## config.mk

```make
export PLATFORM = sky130hd
export DESIGN_NAME = psf_front
export DESIGN_NICKNAME = d
export VERILOG_FILES = /design/src/rtl/core/psf_pkg.sv /design/src/rtl/core/psf_front.sv
export SDC_FILE = /design/constraint.sdc
export NUM_CORES = 1
export LEC_CHECK = 0
export BUFFER_PORTS_ARGS = -buffer_cell sky130_fd_sc_hd__buf_2
export CAP_MARGIN = 10
export CORE_ASPECT_RATIO = 1.1
export CORE_MARGIN = 1
export CORE_UTILIZATION = 42
export DETAILED_ROUTE_END_ITERATION = 8
export GPL_ROUTABILITY_DRIVEN = 1
export PLACE_DENSITY = 0.82
export SYNTH_ARGS = -nofsm -noshare
export SYNTH_HDL_FRONTEND = slang
export SYNTH_SLANG_ARGS = --single-unit
```

## constraint.sdc

```tcl
create_clock -name vclk -period 1.8
set_clock_uncertainty 0.1 [all_clocks]
set_input_delay 0 -clock vclk [all_inputs]
set_output_delay 0 -clock vclk [all_outputs]
set_load 0.01 [all_outputs]
```

## src/rtl/core/psf_pkg.sv

```systemverilog
// Shared types, constants and the quarter-wave sine table for the sine-well force block.
package psf_pkg;

  localparam int SINE_TABLE_DEPTH       = 1024;
  localparam int POSITION_FRACTION_BITS = 12;

  localparam int AW  = $clog2(SINE_TABLE_DEPTH);   // table address width
  localparam int QW  = AW + 2;                     // full-turn phase width
  localparam int FB  = POSITION_FRACTION_BITS;
  localparam int QTR = 1 << (FB - 2);              // 0.25 in position units

  localparam int QUEUE_DEPTH = 4;
  localparam int QPW         = $clog2(QUEUE_DEPTH);

  localparam int ROM_W   = 18;
  localparam int DIST_W  = 16;
  localparam int D2_W    = 2 * DIST_W;
  localparam int EOP_W   = D2_W;
  localparam int FPROD_W = 32 + ROM_W;
  localparam int EPROD_W = 32 + EOP_W;

  localparam logic [ROM_W-1:0] ONE_Q17 = ROM_W'(131072);

  // region edges, 18-bit signed
  localparam logic signed [17:0] EDGE_LWALL = 18'(-5 * QTR);
  localparam logic signed [17:0] EDGE_W3    = 18'(-1 * QTR);
  localparam logic signed [17:0] EDGE_W4    = 18'(3 * QTR);
  localparam logic signed [17:0] EDGE_RWALL = 18'(7 * QTR);

  // Q24 force and energy coefficients
  localparam logic [31:0] C_4PI   = 32'd210828714;
  localparam logic [31:0] C_6PI   = 32'd316243071;
  localparam logic [31:0] C_8PI   = 32'd421657428;
  localparam logic [31:0] C_4PI2  = 32'd662337939;
  localparam logic [31:0] C_8PI2  = 32'd1324675879;
  localparam logic [31:0] C_16PI2 = 32'd2649351758;

  localparam int WALL_FSH = FB + 8;
  localparam int WALL_ESH = 2 * FB + 8;
  localparam int WELL_FSH = 25;

  localparam logic [47:0] SUM_MAX = '1;

  typedef enum logic [2:0] {
    REG_LWALL = 3'd0,
    REG_WELL2 = 3'd1,
    REG_WELL3 = 3'd2,
    REG_WELL4 = 3'd3,
    REG_RWALL = 3'd4
  } psf_region_e;

  typedef struct packed {
    logic signed [15:0] position;
    logic               last;
  } psf_in_t;

  typedef struct packed {
    logic signed [31:0] force_out;
    logic [31:0]        energy_out;
    logic [47:0]        total_energy;
    logic               total_valid;
  } psf_out_t;

  // classified item, front to back
  typedef struct packed {
    psf_region_e       region;
    logic [DIST_W-1:0] wdist;
    logic              neg;
    logic [QW-1:0]     ph_sin;
    logic [QW-1:0]     ph_cos;
    logic              last;
  } psf_cmd_t;

  typedef logic [ROM_W-1:0] sine_rom_t [SINE_TABLE_DEPTH];

  localparam longint HALF_PI_Q30 = 64'sd1686629713;
  localparam longint SER_DIV [7] = '{6, 20, 42, 72, 110, 156, 210};

  function automatic sine_rom_t build_rom();
    sine_rom_t rom;
    longint    a;
    longint    t;
    longint    sum;
    longint    v;
    for (int i = 0; i < SINE_TABLE_DEPTH; i++) begin
      a   = (longint'(i) * HALF_PI_Q30) / SINE_TABLE_DEPTH;
      t   = a;
      sum = a;
      for (int k = 0; k < 7; k++) begin
        t = (t * a) >>> 30;
        t = ((t * a) >>> 30) / SER_DIV[k];
        if ((k % 2) == 0) sum = sum - t;
        else              sum = sum + t;
      end
      if (sum < 0) sum = 0;
      v = (sum + 4096) >>> 13;
      if (v > 262143) v = 262143;
      rom[i] = ROM_W'(v);
    end
    return rom;
  endfunction

  localparam sine_rom_t SINE_ROM = build_rom();

endpackage

```

## src/rtl/core/psf_front.sv

```systemverilog
// Front end: classifies a position into wall or well region, distance and phase.
module psf_front (
  input  psf_pkg::psf_in_t  in_data_i,
  output psf_pkg::psf_cmd_t cmd_o
);
  import psf_pkg::*;

  logic signed [17:0]   p;
  logic signed [17:0]   dl;
  logic signed [17:0]   dr;
  logic [FB-1:0]        frac;
  logic [FB+QW-1:0]     ph_wide;
  logic [QW-1:0]        ph;

  assign p       = {{2{in_data_i.position[15]}}, in_data_i.position};
  assign dl      = EDGE_LWALL - p;          // |x + 1.25| on the left wall
  assign dr      = p - EDGE_RWALL;          // x - 1.75 on the right wall
  assign frac    = in_data_i.position[FB-1:0];
  assign ph_wide = {frac, {QW{1'b0}}} >> FB;
  assign ph      = ph_wide[QW-1:0];

  always_comb begin
    cmd_o        = '0;
    cmd_o.last   = in_data_i.last;
    cmd_o.ph_sin = ph;
    cmd_o.ph_cos = ph + QW'(SINE_TABLE_DEPTH);
    if (p < EDGE_LWALL) begin
      cmd_o.region = REG_LWALL;
      cmd_o.wdist  = DIST_W'(dl);
      cmd_o.neg    = 1'b0;
    end else if (p >= EDGE_RWALL) begin
      cmd_o.region = REG_RWALL;
      cmd_o.wdist  = DIST_W'(dr);
      cmd_o.neg    = 1'b1;
    end else if (p < EDGE_W3) begin
      cmd_o.region = REG_WELL2;
    end else if (p < EDGE_W4) begin
      cmd_o.region = REG_WELL3;
    end else begin
      cmd_o.region = REG_WELL4;
    end
  end

endmodule

```

After elaboration in Yosys (flattened, before gate mapping):

Cells that the tools add are included.

* multiplexer cells: 5
* add/subtract/negate cells: 3
* order comparisons: 4

Operator list (count)
* 20-bit two-way mux: 1
* 17-bit two-way mux: 1
* 16-bit by 14-bit >= comparator with 1-bit output, second input constant: 1
* 16-bit by 11-bit less-than comparator with 1-bit output, second input constant: 1
* 16-bit by 13-bit less-than comparator with 1-bit output, second input constant: 1
* 16-bit by 14-bit less-than comparator with 1-bit output, second input constant: 1
* 14-bit by 16-bit subtractor with 16-bit output, first input constant: 1
* 16-bit by 14-bit subtractor with 16-bit output, second input constant: 1
* 12-bit by 11-bit adder with 12-bit output, second input constant: 1
* 3-bit two-way mux: 1
* 2-bit two-way mux: 1
* 1-bit two-way mux: 1

* register bits after elaboration: 0
* output and inout bits: 45
* input bits: 17
* logic and storage cells: 12

Logic depth before layout (Yosys ltp):

* word-level depth: 5
* depth in mapped cells: 9
* depth with buffers taken out: 7

Worst setup path after synthesis:

OpenSTA, ideal clock, no wires.

* path kind: input-to-output
* from: input port in_data_i[1] in the netlist's numbering
* to: output port cmd_o[33] in the netlist's numbering
* setup slack: 151 ps
* cell stages on the path: 9
* required time: 1700 ps
* arrival time: 1549 ps
* cells stage by stage: inv_1 -> ha_1 -> or4b_4 -> nor4_4 -> or2_1 -> buf_6 -> buf_12 -> o21ai_1 -> a21o_1

RTL lines
* from (decl): RTL line psf_front.sv:3 `input psf_pkg::psf_in_t in_data_i,`
* to (decl): RTL line psf_front.sv:4 `output psf_pkg::psf_cmd_t cmd_o`

==> results_dict.tcl <==
set metrics [dict create \
    outcome "finished with violations" \
    violations "design-rule violations, negative setup slack" \
    leftover_overflow_at_the_end_of_global_routing 0 \
    critical_path.startpoint_type "input pin" \
    netlist_top_cells_count "24 x buf_4, 9 x a21oi_1, 9 x nor2_1" \
    grt_use_total_pct 21.14 \
    grt_start_max_net_pins 12 \
    sequential_share_of_the_synthesized_area_pct 0 \
    nFlopsAndLatches 0 \
    grt_pass1_vias 834 \
    global_route_wire_length_before_repair_um 3450 \
    design.core.area_um2 1782 \
    synth.most_common_cell "buf_4" \
    setup_repair_after_global_routing_missed_its_margin "yes" \
    synth_simple_gate_area_share_pct 27.59 \
    finalWeightedCongestion 0.9677 \
    initial_utilization_pct 44.80 \
    post_drt_via_cell_ratio 5.758 \
    worstHoldPathType "in -> out" \
    clock_buffer_count 0 \
    max-cap-violations 0 \
    synth.yosys.warnings 0 \
    post_synthesis_xor_xnor_area_fraction_pct 1.097 \
    hold-path-cell-count 2 \
    critical_path_class "in -> out" \
    yosys.cell_types.count 40 \
    seqCellArea_um2 0 \
    worst_ep_required_time_ns 1.70 \
    synth_compound_gate_area_share_pct 35.89 \
    dieHeight_um 47.73 \
    fmaxAchievable_mhz 550.4 \
    chip_width_um 43.57 \
    critPathMaxFanout 8 \
    timing.final.hold_violations 0 \
    syn_area_um2 798.3 \
    post_synth_fa_ha_maj_area_fraction_pct 4.702 \
    post_synth.cell_area_avg_um2 6.652 \
    yosys.area.top_type "buf_4" \
    worst-endpoint-arrival_ns 1.72 \
    synth_top_family_by_area "compound AO/OA/AOI/OAI gates" \
    critPathCaptureType "output port" \
    first_iter_violations 37 \
    synth.net_count 140 \
    wl_per_cell_um 13.31 \
    timing_max_transition_violations_final 0 \
    max_slew.worst_pin.slew_ns 0.3529 \
    flow.area_growth_from_synthesis_pct 45.30 \
    row_count 16 \
    drcViolationCount 4 \
    num_antenna_cells 0 \
    fin_crit_ns 1.817 \
    p_leak_nw 0.5990 \
    timing.slew.headroom_pct 76.37 \
    floorplan.die_area_um2 2079 \
    ant_nets 0 \
    grt_antenna_before_repair 0 \
    dp.final_hpwl_um 1742 \
    num-nets-final 194 \
    post-route-worst-setup-slack_ns -0.01697 \
    post-place-ws_ns -0.06153 \
    max-vdd-ir-drop_v 0.0001591 \
    yosys.area.top_type_share_pct 22.57 \
    count_of_input_and_output_buffers 60 \
    final-setup-viol-count 4 \
    power_density_nw_per_um2 279.8 \
    syn_inst 120 \
    total_number_of_vias 1094 \
    proportion_of_layout_cells_with_a_drive_suffix_above_1_pct 56.40 \
    boundaryPins 62 \
    finalCritPeriodShare_pct 100.9 \
    drt-total-wl_um 2529 \
    post_synth_main_area_contributors "buf_4 23%, a21oi_1 5.6%, ha_1 4.7%" \
    first_pass_iters 6 \
    whs_ns 0.1724 \
    post_synth_mux_area_share_pct 0 \
]
## report_power, final
part	switching, W	internal (W)	total [W]
combinational	0.000177	0.000147	0.000325
sequential	0	0	0
clock	0	0	0
## path summary, 6_finish.rpt
kind | from | slack [ns] | endpoint
worst min-delay path | in_data_i[8] | 0.17 | cmd_o[8]
worst max-delay path | in_data_i[1] | -0.02 | cmd_o[35]
## cell families (layout without fill, tap and decap cells)
group	count (synthesis)	count (layout)
buf+inv	35	87
fa+ha+maj	3	3
simple gates	39	39
compound gates	42	42
xor+xnor	1	1
## through the flow
stage          cells   power, W  util, %  setup TNS, ns  instance area [µm²]
2_1_floorplan    120  0.0001949        -              0                798.3
3_3_place_gp     185  0.0002837    57.65              0                 1027
3_5_place_dp     185  0.0002886    57.65        -0.2207                 1027
4_1_cts          188  0.0003023    61.59              0                 1097
5_1_grt          190  0.0003541    65.10        -0.3786                 1160
6_report         190  0.0003245    65.10       -0.03319                 1160
## cell usage in the layout (no fill, tap or decap), types with 2 or more instances in the layout
cell type	synthesis	layout
inv_1	6	4
o21ai_2	1	2
nand3_1	4	4
ha_1	3	2
o21ai_0	3	2
nand4_1	2	2
a21oi_1	9	9
nand2_1	8	8
a31oi_1	2	2
o21ai_1	5	5
buf_6	1	3
o21a_1	3	3
o31ai_1	2	2
o22a_1	2	2
nor3_1	5	5
buf_2	0	58
buf_4	24	16
a221oi_2	0	2
a211oi_1	2	2
nor2_1	9	8
a21o_1	3	3
or3_1	3	2
## repair_timing
item,in CTS,in global routing
setup buffers,2,2
hold endpoints to repair,1,0
gates resized for setup,12,12
setup endpoints to repair,8,11
hold buffers,1,0
pin swaps,4,4
## area by class of cell
type | count | area [µm²]
fill | 149 | 621.8
multi-input combinational | 85 | 614.3
timing repair buffer | 80 | 489.2
inverter | 7 | 33.78
tap | 18 | 22.52
## routing by layer
| layer | GRT usage [%] | vias to the layer above | part of all wire (%) |
|---|---|---|---|
| met2 | 40.90 | 62 | 52 |
| met3 | 0 | 4 | 6.4 |
| met5 | 0 | - | 0 |
| met4 | 5.000 | 0 | 0.87 |
| met1 | 26.50 | 500 | 40 |
| li1 | - | 528 | - |
## worst max-delay path, stage by stage
cell    delay (ns)
buf_8         0.10
inv_6         0.05
ha_4          0.12
or4b_4        0.50
nor4_4        0.22
buf_4         0.18
nor2_4        0.06
a21o_1        0.17
a21o_1        0.19
buf_2         0.14
No activity file was read; power rests on OpenSTA's default activity.
