$ cat src/rtl/core/psf_pkg.sv
// Shared types, constants and the quarter-wave sine table for the sine-well force block.
package psf_pkg;

  localparam int SINE_TABLE_DEPTH       = 1024;
  localparam int POSITION_FRACTION_BITS = 12;

  localparam int AW  = $clog2(SINE_TABLE_DEPTH);   // table address width
  localparam int QW  = AW + 2;                     // full-turn phase width
  localparam int FB  = POSITION_FRACTION_BITS;
  localparam int QTR = 1 << (FB - 2);              // 0.25 in position units

  localparam int QUEUE_DEPTH = 4;
  localparam int QPW         = $clog2(QUEUE_DEPTH);

  localparam int ROM_W   = 18;
  localparam int DIST_W  = 16;
  localparam int D2_W    = 2 * DIST_W;
  localparam int EOP_W   = D2_W;
  localparam int FPROD_W = 32 + ROM_W;
  localparam int EPROD_W = 32 + EOP_W;

  localparam logic [ROM_W-1:0] ONE_Q17 = ROM_W'(131072);

  // region edges, 18-bit signed
  localparam logic signed [17:0] EDGE_LWALL = 18'(-5 * QTR);
  localparam logic signed [17:0] EDGE_W3    = 18'(-1 * QTR);
  localparam logic signed [17:0] EDGE_W4    = 18'(3 * QTR);
  localparam logic signed [17:0] EDGE_RWALL = 18'(7 * QTR);

  // Q24 force and energy coefficients
  localparam logic [31:0] C_4PI   = 32'd210828714;
  localparam logic [31:0] C_6PI   = 32'd316243071;
  localparam logic [31:0] C_8PI   = 32'd421657428;
  localparam logic [31:0] C_4PI2  = 32'd662337939;
  localparam logic [31:0] C_8PI2  = 32'd1324675879;
  localparam logic [31:0] C_16PI2 = 32'd2649351758;

  localparam int WALL_FSH = FB + 8;
  localparam int WALL_ESH = 2 * FB + 8;
  localparam int WELL_FSH = 25;

  localparam logic [47:0] SUM_MAX = '1;

  typedef enum logic [2:0] {
    REG_LWALL = 3'd0,
    REG_WELL2 = 3'd1,
    REG_WELL3 = 3'd2,
    REG_WELL4 = 3'd3,
    REG_RWALL = 3'd4
  } psf_region_e;

  typedef struct packed {
    logic signed [15:0] position;
    logic               last;
  } psf_in_t;

  typedef struct packed {
    logic signed [31:0] force_out;
    logic [31:0]        energy_out;
    logic [47:0]        total_energy;
    logic               total_valid;
  } psf_out_t;

  // classified item, front to back
  typedef struct packed {
    psf_region_e       region;
    logic [DIST_W-1:0] wdist;
    logic              neg;
    logic [QW-1:0]     ph_sin;
    logic [QW-1:0]     ph_cos;
    logic              last;
  } psf_cmd_t;

  typedef logic [ROM_W-1:0] sine_rom_t [SINE_TABLE_DEPTH];

  localparam longint HALF_PI_Q30 = 64'sd1686629713;
  localparam longint SER_DIV [7] = '{6, 20, 42, 72, 110, 156, 210};

  function automatic sine_rom_t build_rom();
    sine_rom_t rom;
    longint    a;
    longint    t;
    longint    sum;
    longint    v;
    for (int i = 0; i < SINE_TABLE_DEPTH; i++) begin
      a   = (longint'(i) * HALF_PI_Q30) / SINE_TABLE_DEPTH;
      t   = a;
      sum = a;
      for (int k = 0; k < 7; k++) begin
        t = (t * a) >>> 30;
        t = ((t * a) >>> 30) / SER_DIV[k];
        if ((k % 2) == 0) sum = sum - t;
        else              sum = sum + t;
      end
      if (sum < 0) sum = 0;
      v = (sum + 4096) >>> 13;
      if (v > 262143) v = 262143;
      rom[i] = ROM_W'(v);
    end
    return rom;
  endfunction

  localparam sine_rom_t SINE_ROM = build_rom();

endpackage

$ cat src/rtl/core/psf_queue.sv
// Short FIFO that decouples the classifier from the arithmetic pipeline.
module psf_queue (
  input  logic              clk_i,
  input  logic              rst_ni,
  input  logic              push_i,
  input  psf_pkg::psf_cmd_t push_data_i,
  output logic              full_o,
  input  logic              pop_i,
  output logic              empty_o,
  output psf_pkg::psf_cmd_t pop_data_o
);
  import psf_pkg::*;

  psf_cmd_t     mem_q [QUEUE_DEPTH];
  logic [QPW-1:0] wr_ptr_q, wr_ptr_d;
  logic [QPW-1:0] rd_ptr_q, rd_ptr_d;
  logic [QPW:0]   cnt_q, cnt_d;

  assign full_o     = (cnt_q == (QPW+1)'(QUEUE_DEPTH));
  assign empty_o    = (cnt_q == '0);
  assign pop_data_o = mem_q[rd_ptr_q];

  always_comb begin
    wr_ptr_d = wr_ptr_q + QPW'(push_i);
    rd_ptr_d = rd_ptr_q + QPW'(pop_i);
    cnt_d    = cnt_q + (QPW+1)'(push_i) - (QPW+1)'(pop_i);
  end

  always_ff @(posedge clk_i or negedge rst_ni) begin
    if (!rst_ni) begin
      wr_ptr_q <= '0;
      rd_ptr_q <= '0;
      cnt_q    <= '0;
    end else begin
      wr_ptr_q <= wr_ptr_d;
      rd_ptr_q <= rd_ptr_d;
      cnt_q    <= cnt_d;
    end
  end

  always_ff @(posedge clk_i) begin
    if (push_i) begin
      mem_q[wr_ptr_q] <= push_data_i;
    end
  end

`ifndef SYNTH
  a_no_overflow: assert property (@(posedge clk_i) disable iff (!rst_ni)
    push_i |-> !full_o) else $error("queue push while full");
  a_no_underflow: assert property (@(posedge clk_i) disable iff (!rst_ni)
    pop_i |-> !empty_o) else $error("queue pop while empty");
  a_cnt_range: assert property (@(posedge clk_i) disable iff (!rst_ni)
    cnt_q <= (QPW+1)'(QUEUE_DEPTH)) else $error("queue count out of range");
`endif

endmodule

$ cat config.mk
export PLATFORM = sky130hd
export DESIGN_NAME = psf_queue
export DESIGN_NICKNAME = d
export VERILOG_FILES = /design/src/rtl/core/psf_pkg.sv /design/src/rtl/core/psf_queue.sv
export SDC_FILE = /design/constraint.sdc
export NUM_CORES = 1
export LEC_CHECK = 0
export BUFFER_PORTS_ARGS = -buffer_cell sky130_fd_sc_hd__buf_2
export CORE_ASPECT_RATIO = 1.4
export CORE_MARGIN = 2
export CORE_UTILIZATION = 46
export CTS_BUF_LIST = sky130_fd_sc_hd__clkbuf_4
export CTS_CLUSTER_DIAMETER = 40
export CTS_CLUSTER_SIZE = 25
export DETAILED_ROUTE_END_ITERATION = 12
export PLACE_DENSITY = 0.72
export RECOVER_POWER = 50
export SKIP_LAST_GASP = 1
export SYNTH_ARGS = -nofsm -noshare
export SYNTH_HDL_FRONTEND = slang
export SYNTH_SLANG_ARGS = --single-unit
$ cat constraint.sdc
create_clock -name clk_i -period 7 [get_ports clk_i]
set_input_delay 1.4 -clock clk_i [delete_from_list [all_inputs] [get_ports clk_i]]
set_output_delay 1.4 -clock clk_i [all_outputs]
set_load 0.02 [all_outputs]
### Yosys cells after proc, flatten, opt, wreduce, memory -nomap -nowiden

Memories as Yosys holds them, arrays and structs flattened.
Cells that the tools add are included.

* add/sub/neg operators: 4
* multiply operators: 0
* div/mod/pow operators: 0
* order comparisons: 0
* equal/unequal tests: 1
* shift-type cells: 0
* muxes and demuxes: 2
* bitwise operators: 0
* reduce and logical (&&, ||, !) cells: 1

Operators by type and width (count)
* $add A2 B1 Y2: 2
* $add A3 B1 Y3: 1
* $eq A3 B3 Y1 const B: 1
* $logic_not A3 Y1: 1
* $sub A3 B1 Y3: 1
* $mux W1: 2

* register bits after elaboration: 7
* latch bits: 0
* memory bits (writable): 180
* memory bits (read-only): 0
* input bits: 49
* output and inout bits: 47
* logic and storage cells: 12
* memories kept: 1

Memories
* mem_q: words 4, bits a word 45, read ports 1, clocked after memory_dff 0, wr ports 1, RTL line psf_queue.sv:14 `psf_cmd_t mem_q [QUEUE_DEPTH];`

### Longest topological paths before layout

Gate-level depths: netlist (run 1).

* word-level depth: 2
* gate-level depth with buffers: 6
* depth with buffers taken out: 6

### Least setup slack after synthesis (run 1)

No wires, ideal clock.

* kind: input to register
* start point: input push_i
* end point: memory mem_q[0][0] (netlist name), enable pin
* setup time: 0.512 ns
* arrival time: 4.689 ns
* data required time: 6.488 ns
* path slack: 1.799 ns
* stages on the path: 1
* path buffers: 0
* cell sequence: nor3b_1

* word-level cells in the longest chain between the ends: 2

Ends and longest elaborated chain
* from (decl): RTL line psf_queue.sv:5 `input logic push_i,`
* $mux W1: RTL line psf_queue.sv:42 `if (push_i) begin`
* $mux W1 (not written as such): RTL line psf_queue.sv:43 `mem_q[wr_ptr_q] <= push_data_i;`
* to (decl): RTL line psf_queue.sv:14

Every way passes these cells.

==> results of run 1 <==
-- Yosys cell counts --
cell type / number
dfrtp_1: 7
and3_1: 1
nor3_1: 1
buf_6: 1
xor2_1: 2
fa_1: 1
edfxtp_1: 180
ha_1: 4
mux4_2: 40
and3b_1: 2
buf_12: 4
mux4_1: 5
xnor3_1: 1
nor3b_1: 2
inv_1: 4
buf_2: 5
-- through the flow --
| step | hold slack, ps | cell area, µm² |
|---|---|---|
| after global placement | 512 | 7540 |
| final | 541 | 7760 |
| after global routing | 582 | 7760 |
| after detailed placement | 520 | 7540 |
| after floorplan | 480 | 6900 |
| after CTS | 543 | 7830 |
-- path summary, 6_finish.rpt --
kind                              from              to  slack, ps
min in group asynchronous       rst_ni     wr_ptr_q[0]        740
hold reg to reg            wr_ptr_q[1]     wr_ptr_q[1]        540
setup reg to reg           wr_ptr_q[0]    mem_q[3][18]       3950
setup / recovery           rd_ptr_q[0]  pop_data_o[42]       3150
hold / removal             wr_ptr_q[1]     wr_ptr_q[1]        540
max in group asynchronous       rst_ni     rd_ptr_q[0]       5940
-- cell families (layout without fill, tap and decap cells) --
| family | count (synthesis) | after routing | synth area share, % |
|---|---|---|---|
| DFF | 187 | 187 | 80.9 |
| muxes | 45 | 45 | 15.0 |
| buffers and inverters | 14 | 135 | 1.90 |
| and+or+nand+nor | 6 | 6 | 0.635 |
| adders and majority gates | 5 | 5 | 1.02 |
| xor gates and xnor gates | 3 | 3 | 0.580 |
| other | 0 | 1 | 0 |
-- routing by layer --
layer  global-route usage [%]  wire length (µm)
met5                        0                 0
met2                     24.8              6030
met3                     4.63               589
met4                     6.09               123
met1                     17.4              4420
-- worst max-delay path, delay by kind of cell (launching register included) --
| kind | cells | cell delay [ps] |
|---|---|---|
| buffers and inverters | 1 | 180 |
| multiplexers | 1 | 670 |
| flip-flops | 1 | 1020 |
-- state kept, by name, indices dropped and copies added, names as in the netlist --
signal and flops:
wr_ptr_q 2, rd_ptr_q 2, mem_q 180, cnt_q 3
-- cell type report --
cell class / count / area share (%)
Antenna cell: 1 / 0.0322
Clock buffer: 19 / 1.84
Clock inverter: 13 / 1.84
Inverter: 4 / 0.193
Multi-Input combinational cell: 59 / 15.4
Sequential cell: 187 / 71.9
Tap cell: 192 / 3.09
Timing Repair Buffer: 99 / 5.69
-- report_power, final --
part / internal [mW] / total, mW / switching [mW]
Combinational: 0.431 / 0.931 / 0.500
Sequential: 1.47 / 1.66 / 0.184
Clock: 0.225 / 0.576 / 0.351
Total: 2.13 / 3.17 / 1.04
==> summary.md, run 1 <==
| Metric | Value |
|---|---|
| Status | complete, but fails checks |
| Violated checks | capacitance limit, slew limit |
| GRT Overall Usage | approximately 15% |
| Setup Skew | around 13 ps |
| H-tree lvl count | 4 |
| CTS buffer count | 17 |
| CTS max path bufs | 2 |
| Startpoint types | register |
| Worst path max stage delay | 1020 ps |
| Setup violators final | 0 |
| Max Clk Rate | between 200 and 300 MHz |
| Via count | 2988 |
| Cells after Synth | 260 |
| Pin count of the biggest net entering global routing | 47 |
| Final cell count without fillers | 574 |
| Final GP Congestion | ~0.66 |
| Vias per cell | roughly 5.2 |
| Area grow syn2layout | 12.6% |
| Post-CTS Hold Fix Bufs | 0 |
| Mapped Nets | 314 |
| Crit path capture type | output pin |
| Most frequent cells in the layout | edfxtp_1 (180), clkbuf_1 (49), buf_2 (47) |
| Max cap viols | 1 |
| Seq/Total Area, Yosys | 80.9% |
| Req. time, crit path | about 5600 ps |
| Worst hold path type | register to register |
| Post-synth cell types | 16 |
| Cells along the critical path | mux4_1, buf_2 |
| Tmin final | roughly 3800 ps |
| CP max FO | 46 |
| Initial DRC count | 150 |
| PD cells | ~410 mW/mm² |
| Num rows | 53 |
| Measured slew at the worst slew-check pin | between 2000 and 3000 ps |
| Die H | approximately 150 µm |
| Resize count post-CTS | 0 |
| Final period util | 55.0% |
| CP arrival | ~2500 ps |
| CTS clk-pin slew, worst paths | approximately 140 ps |
| Die ar. | 0.0160 mm² |
| Mapped cell area | between 0.006 and 0.007 mm² |
| WHS Path Cells | 1 |
| VDD IR max | around 0.00038 V |
| Final Hold Vio Count | 0 |
| Global-route wire length before repair | roughly 17000 µm |
| Clock Latency Late Sink | 520 ps |
| Setup TNS | 0 ps |
| Total congestion overflow | 0 |
| Clock tree from TritonCTS | done |
| Fin util | a little over half |
| Synth top area share | slightly below 80% |
| Synthesized flop and latch total | roughly 190 |
| Total Power | 3.17 mW |
| Max transition margin | -85.7% |
| Initial antenna violation count | 1 |
| Worst Slack Setup Final | roughly 3200 ps |
| Depth of the worst register-to-register path | 2 |
| CORE AREA | approximately 0.015 mm² |
| Vias in the first global route | ~3300 |
| Port Buffer Count | between 90 and 100 |
| Hpwl dp | roughly 6500 µm |
| Slowest-stage cell, CP | dfrtp_4 |
| Initial Util | 46.4% |
| Wire per inst | slightly below 20 µm |
| Drt total wl | about 11000 µm |
| Commonest non-fill, non-tap cell in the layout | edfxtp_1 |
| Share of cells above drive strength 1 | 33.1% |
| Area occupied by multi-input gates | approximately 0.0012 mm² |
| Setup WS pre-CTS | between 3000 and 4000 ps |
| Clock tree root driver cell | clkbuf_4 |
| Yosys warnings | 0 |
| Register area | 0.00559 mm² |
| Die Wd | between 100 and 150 µm |
| Clk sinks | 187 |
| Max-slew violation total from the final report | 46 |
| Post-CTS Setup Bufs | 0 |
| Layout fillers | approximately 1200 |
| Ports | 96 |
| Syn_area_per_cell | 26.5 µm² |
| Leakage dissipation | 2.56 nW |
| TritonRoute pass-1 iters | 4 |
| Nets | ~420 |
| Drt drc | 0 |
| RSZ-0062 raised after global routing | false |
| Cell taking the most area after synthesis | edfxtp_1 |
| CP Class | register to output pin |
| Routed Antenna Nets | 0 |
| Dpl cells | approximately 540 |
| Top cells by area, synth | edfxtp_1 (78%), mux4_2 (13%), dfrtp_1 (2.5%) |
(Power assumes the default switching activity.)
==> inputs of run 2 (changes only) <==
--- a/config.mk
+++ b/config.mk
@@ -13,7 +13,7 @@
 export CTS_CLUSTER_DIAMETER = 40
 export CTS_CLUSTER_SIZE = 25
 export DETAILED_ROUTE_END_ITERATION = 12
-export PLACE_DENSITY = 0.72
+export PLACE_DENSITY = 0.75
 export RECOVER_POWER = 50
 export SKIP_LAST_GASP = 1
 export SYNTH_ARGS = -nofsm -noshare
==> constraint.sdc (replaced) <==
create_clock -name clk_i -period 3.2 [get_ports clk_i]
set_input_delay 0.64 -clock clk_i [delete_from_list [all_inputs] [get_ports clk_i]]
set_output_delay 0.64 -clock clk_i [all_outputs]
set_load 0.02 [all_outputs]
==> run 2 against run 1 <==
The run now ends clean. Critical path depth rose by 1. Clock skew down 3.4 ps. Register-to-register slack got worse by 2800 ps. Power is 120% higher. Final area up 1.3%. Combinational power rose by 150%. Clock power increased by 120%. Non-clock buffer count is 5 higher. Flip-flop and latch count is the same. Setup slack got worse by 2900 ps. Critical path type unchanged. Largest power group unchanged.
==> summary.md, run 2 (same netlist as run 1, synthesis figures left out) <==
| Metric | Value |
|---|---|
| Status | finished clean |
| Crit path capture type | output pin |
| Total Power | ~7.0 mW |
| Max cap viols | 0 |
| TritonRoute pass-1 iters | 4 |
| Max transition margin | between 20% and 30% |
| Setup Skew | roughly 10 ps |
| VDD IR max | 0.000539 V |
| Via count | 3080 |
| Die H | approximately 150 µm |
| Top Registers | mem_q x180, cnt_q x3 |
| Global-route wire length before repair | approximately 17000 µm |
| Resize count post-CTS | 0 |
| Final period util | between 90% and 100% |
| Clock tree root driver cell | clkbuf_4 |
| Most frequent cells in the layout | edfxtp_1 (180), buf_2 (49), clkbuf_1 (46) |
| Routed Antenna Nets | 0 |
| Clk sinks | 187 |
| Hpwl dp | around 6900 µm |
| CORE AREA | ~0.015 mm² |
| Clock Latency Late Sink | approximately 520 ps |
| PD cells | 891 mW/mm² |
| CTS clk-pin slew, worst paths | 160 ps |
| Hold WS | 356 ps |
| Reg with most FFs | mem_q |
| Max Clk Rate | 342 MHz |
| Dpl cells | 545 |
| Initial DRC count | 189 |
| Final Hold Vio Count | 0 |
| Req. time, crit path | 2560 ps |
| Vias per cell | roughly 5.3 |
| Area grow syn2layout | 14.0% |
| Final GP Congestion | ~0.66 |
| Setup TNS | 0 ps |
| CP max FO | 24 |
| Initial Util | roughly 46% |
| Max reg flops | 180 |
| Die ar. | about 0.016 mm² |
| H-tree lvl count | 4 |
| Final cell count without fillers | just under 600 |
| CTS max path bufs | 2 |
| Tmin final | 2920 ps |
| Layout fillers | 1208 |
| Clock tree from TritonCTS | done |
| Measured slew at the worst slew-check pin | approximately 1200 ps |
| Leakage dissipation | approximately 2.6 nW |
| Pin count of the biggest net entering global routing | 46 |
| CTS buffer count | 17 |
| Die Wd | roughly 110 µm |
| Fin util | a little over half |
| Ports | between 90 and 100 |
| RSZ-0062 raised after global routing | false |
| Max-slew violation total from the final report | 0 |
| Register area | ~0.0056 mm² |
| Drt total wl | ~11000 µm |
| Initial antenna violation count | 1 |
| Nets | approximately 430 |
| Num rows | 53 |
| Share of cells above drive strength 1 | about a third |
| Commonest non-fill, non-tap cell in the layout | edfxtp_1 |
| Startpoint types | register |
| Port Buffer Count | 95 |
| GRT Overall Usage | 14.7% |
| CP arrival | between 2000 and 2500 ps |
| Vias in the first global route | 3329 |
| Area occupied by multi-input gates | around 0.0012 mm² |
| Setup violators final | 0 |
| Wire per inst | a little under 20 µm |
| Worst hold path type | input pin to register |
| Drt drc | 0 |
| Total congestion overflow | 0 |
| CP Class | register to output pin |
run 2: per-layer routing:
metal,up-vias,part of all wire [%],GRT usage [%]
li1,1346,-,-
met1,1638,40,17.7
met2,86,55,25.2
met3,10,4.6,4.54
met4,0,1.1,5.13
met5,-,0,0
run 2: worst max-delay path: stages (launching register included):
cell	delay (ps)
dfrtp_2	780
buf_4	410
mux4_2	370
buf_2	180
run 2: final timing paths:
| kind | depth (start not counted) | slack [ps] | to | start |
|---|---|---|---|---|
| max in group asynchronous | 2 | 2350 | rd_ptr_q[0] | rst_ni |
| min in group asynchronous | 2 | 530 | rd_ptr_q[0] | rst_ni |
| max reg2reg | 2 | 1110 | mem_q[1][30] | wr_ptr_q[1] |
| min reg2reg | 1 | 590 | wr_ptr_q[1] | wr_ptr_q[1] |
| max | 3 | 280 | pop_data_o[40] | rd_ptr_q[1] |
| min | 1 | 360 | mem_q[1][36] | push_data_i[36] |
run 2: timing repair:
item	4_1_cts	5_1_grt
endpoints found under the hold margin	7	0
buffers inserted	0	0
setup endpoints to repair	0	0
hold buffers	1	0
run 2: layout make-up:
type                       instances  share of cell area, %
tap                              192                   3.05
multi-input combinational         59                   15.2
inverter                           4                  0.191
clock inverter                    15                   2.00
clock buffer                      17                   1.62
antenna                            1                 0.0318
timing repair buffer             104                   6.84
sequential                       187                   71.0
run 2: power breakdown:
| group | internal [mW] | total [mW] | switching (mW) | leakage, nW |
|---|---|---|---|---|
| combinational | 1.01 | 2.29 | 1.28 | 0.726 |
| clock | 0.419 | 1.26 | 0.839 | 0.148 |
| sequential | 3.22 | 3.46 | 0.242 | 1.73 |
run 2: metrics by stage:
step | setup WS (ps) | instance area, µm²
after floorplan | 350 | 6900
after global placement | 858 | 7630
final | 275 | 7860
after detailed placement | 846 | 7630
after global routing | 144 | 7860
after CTS | 190 | 7920
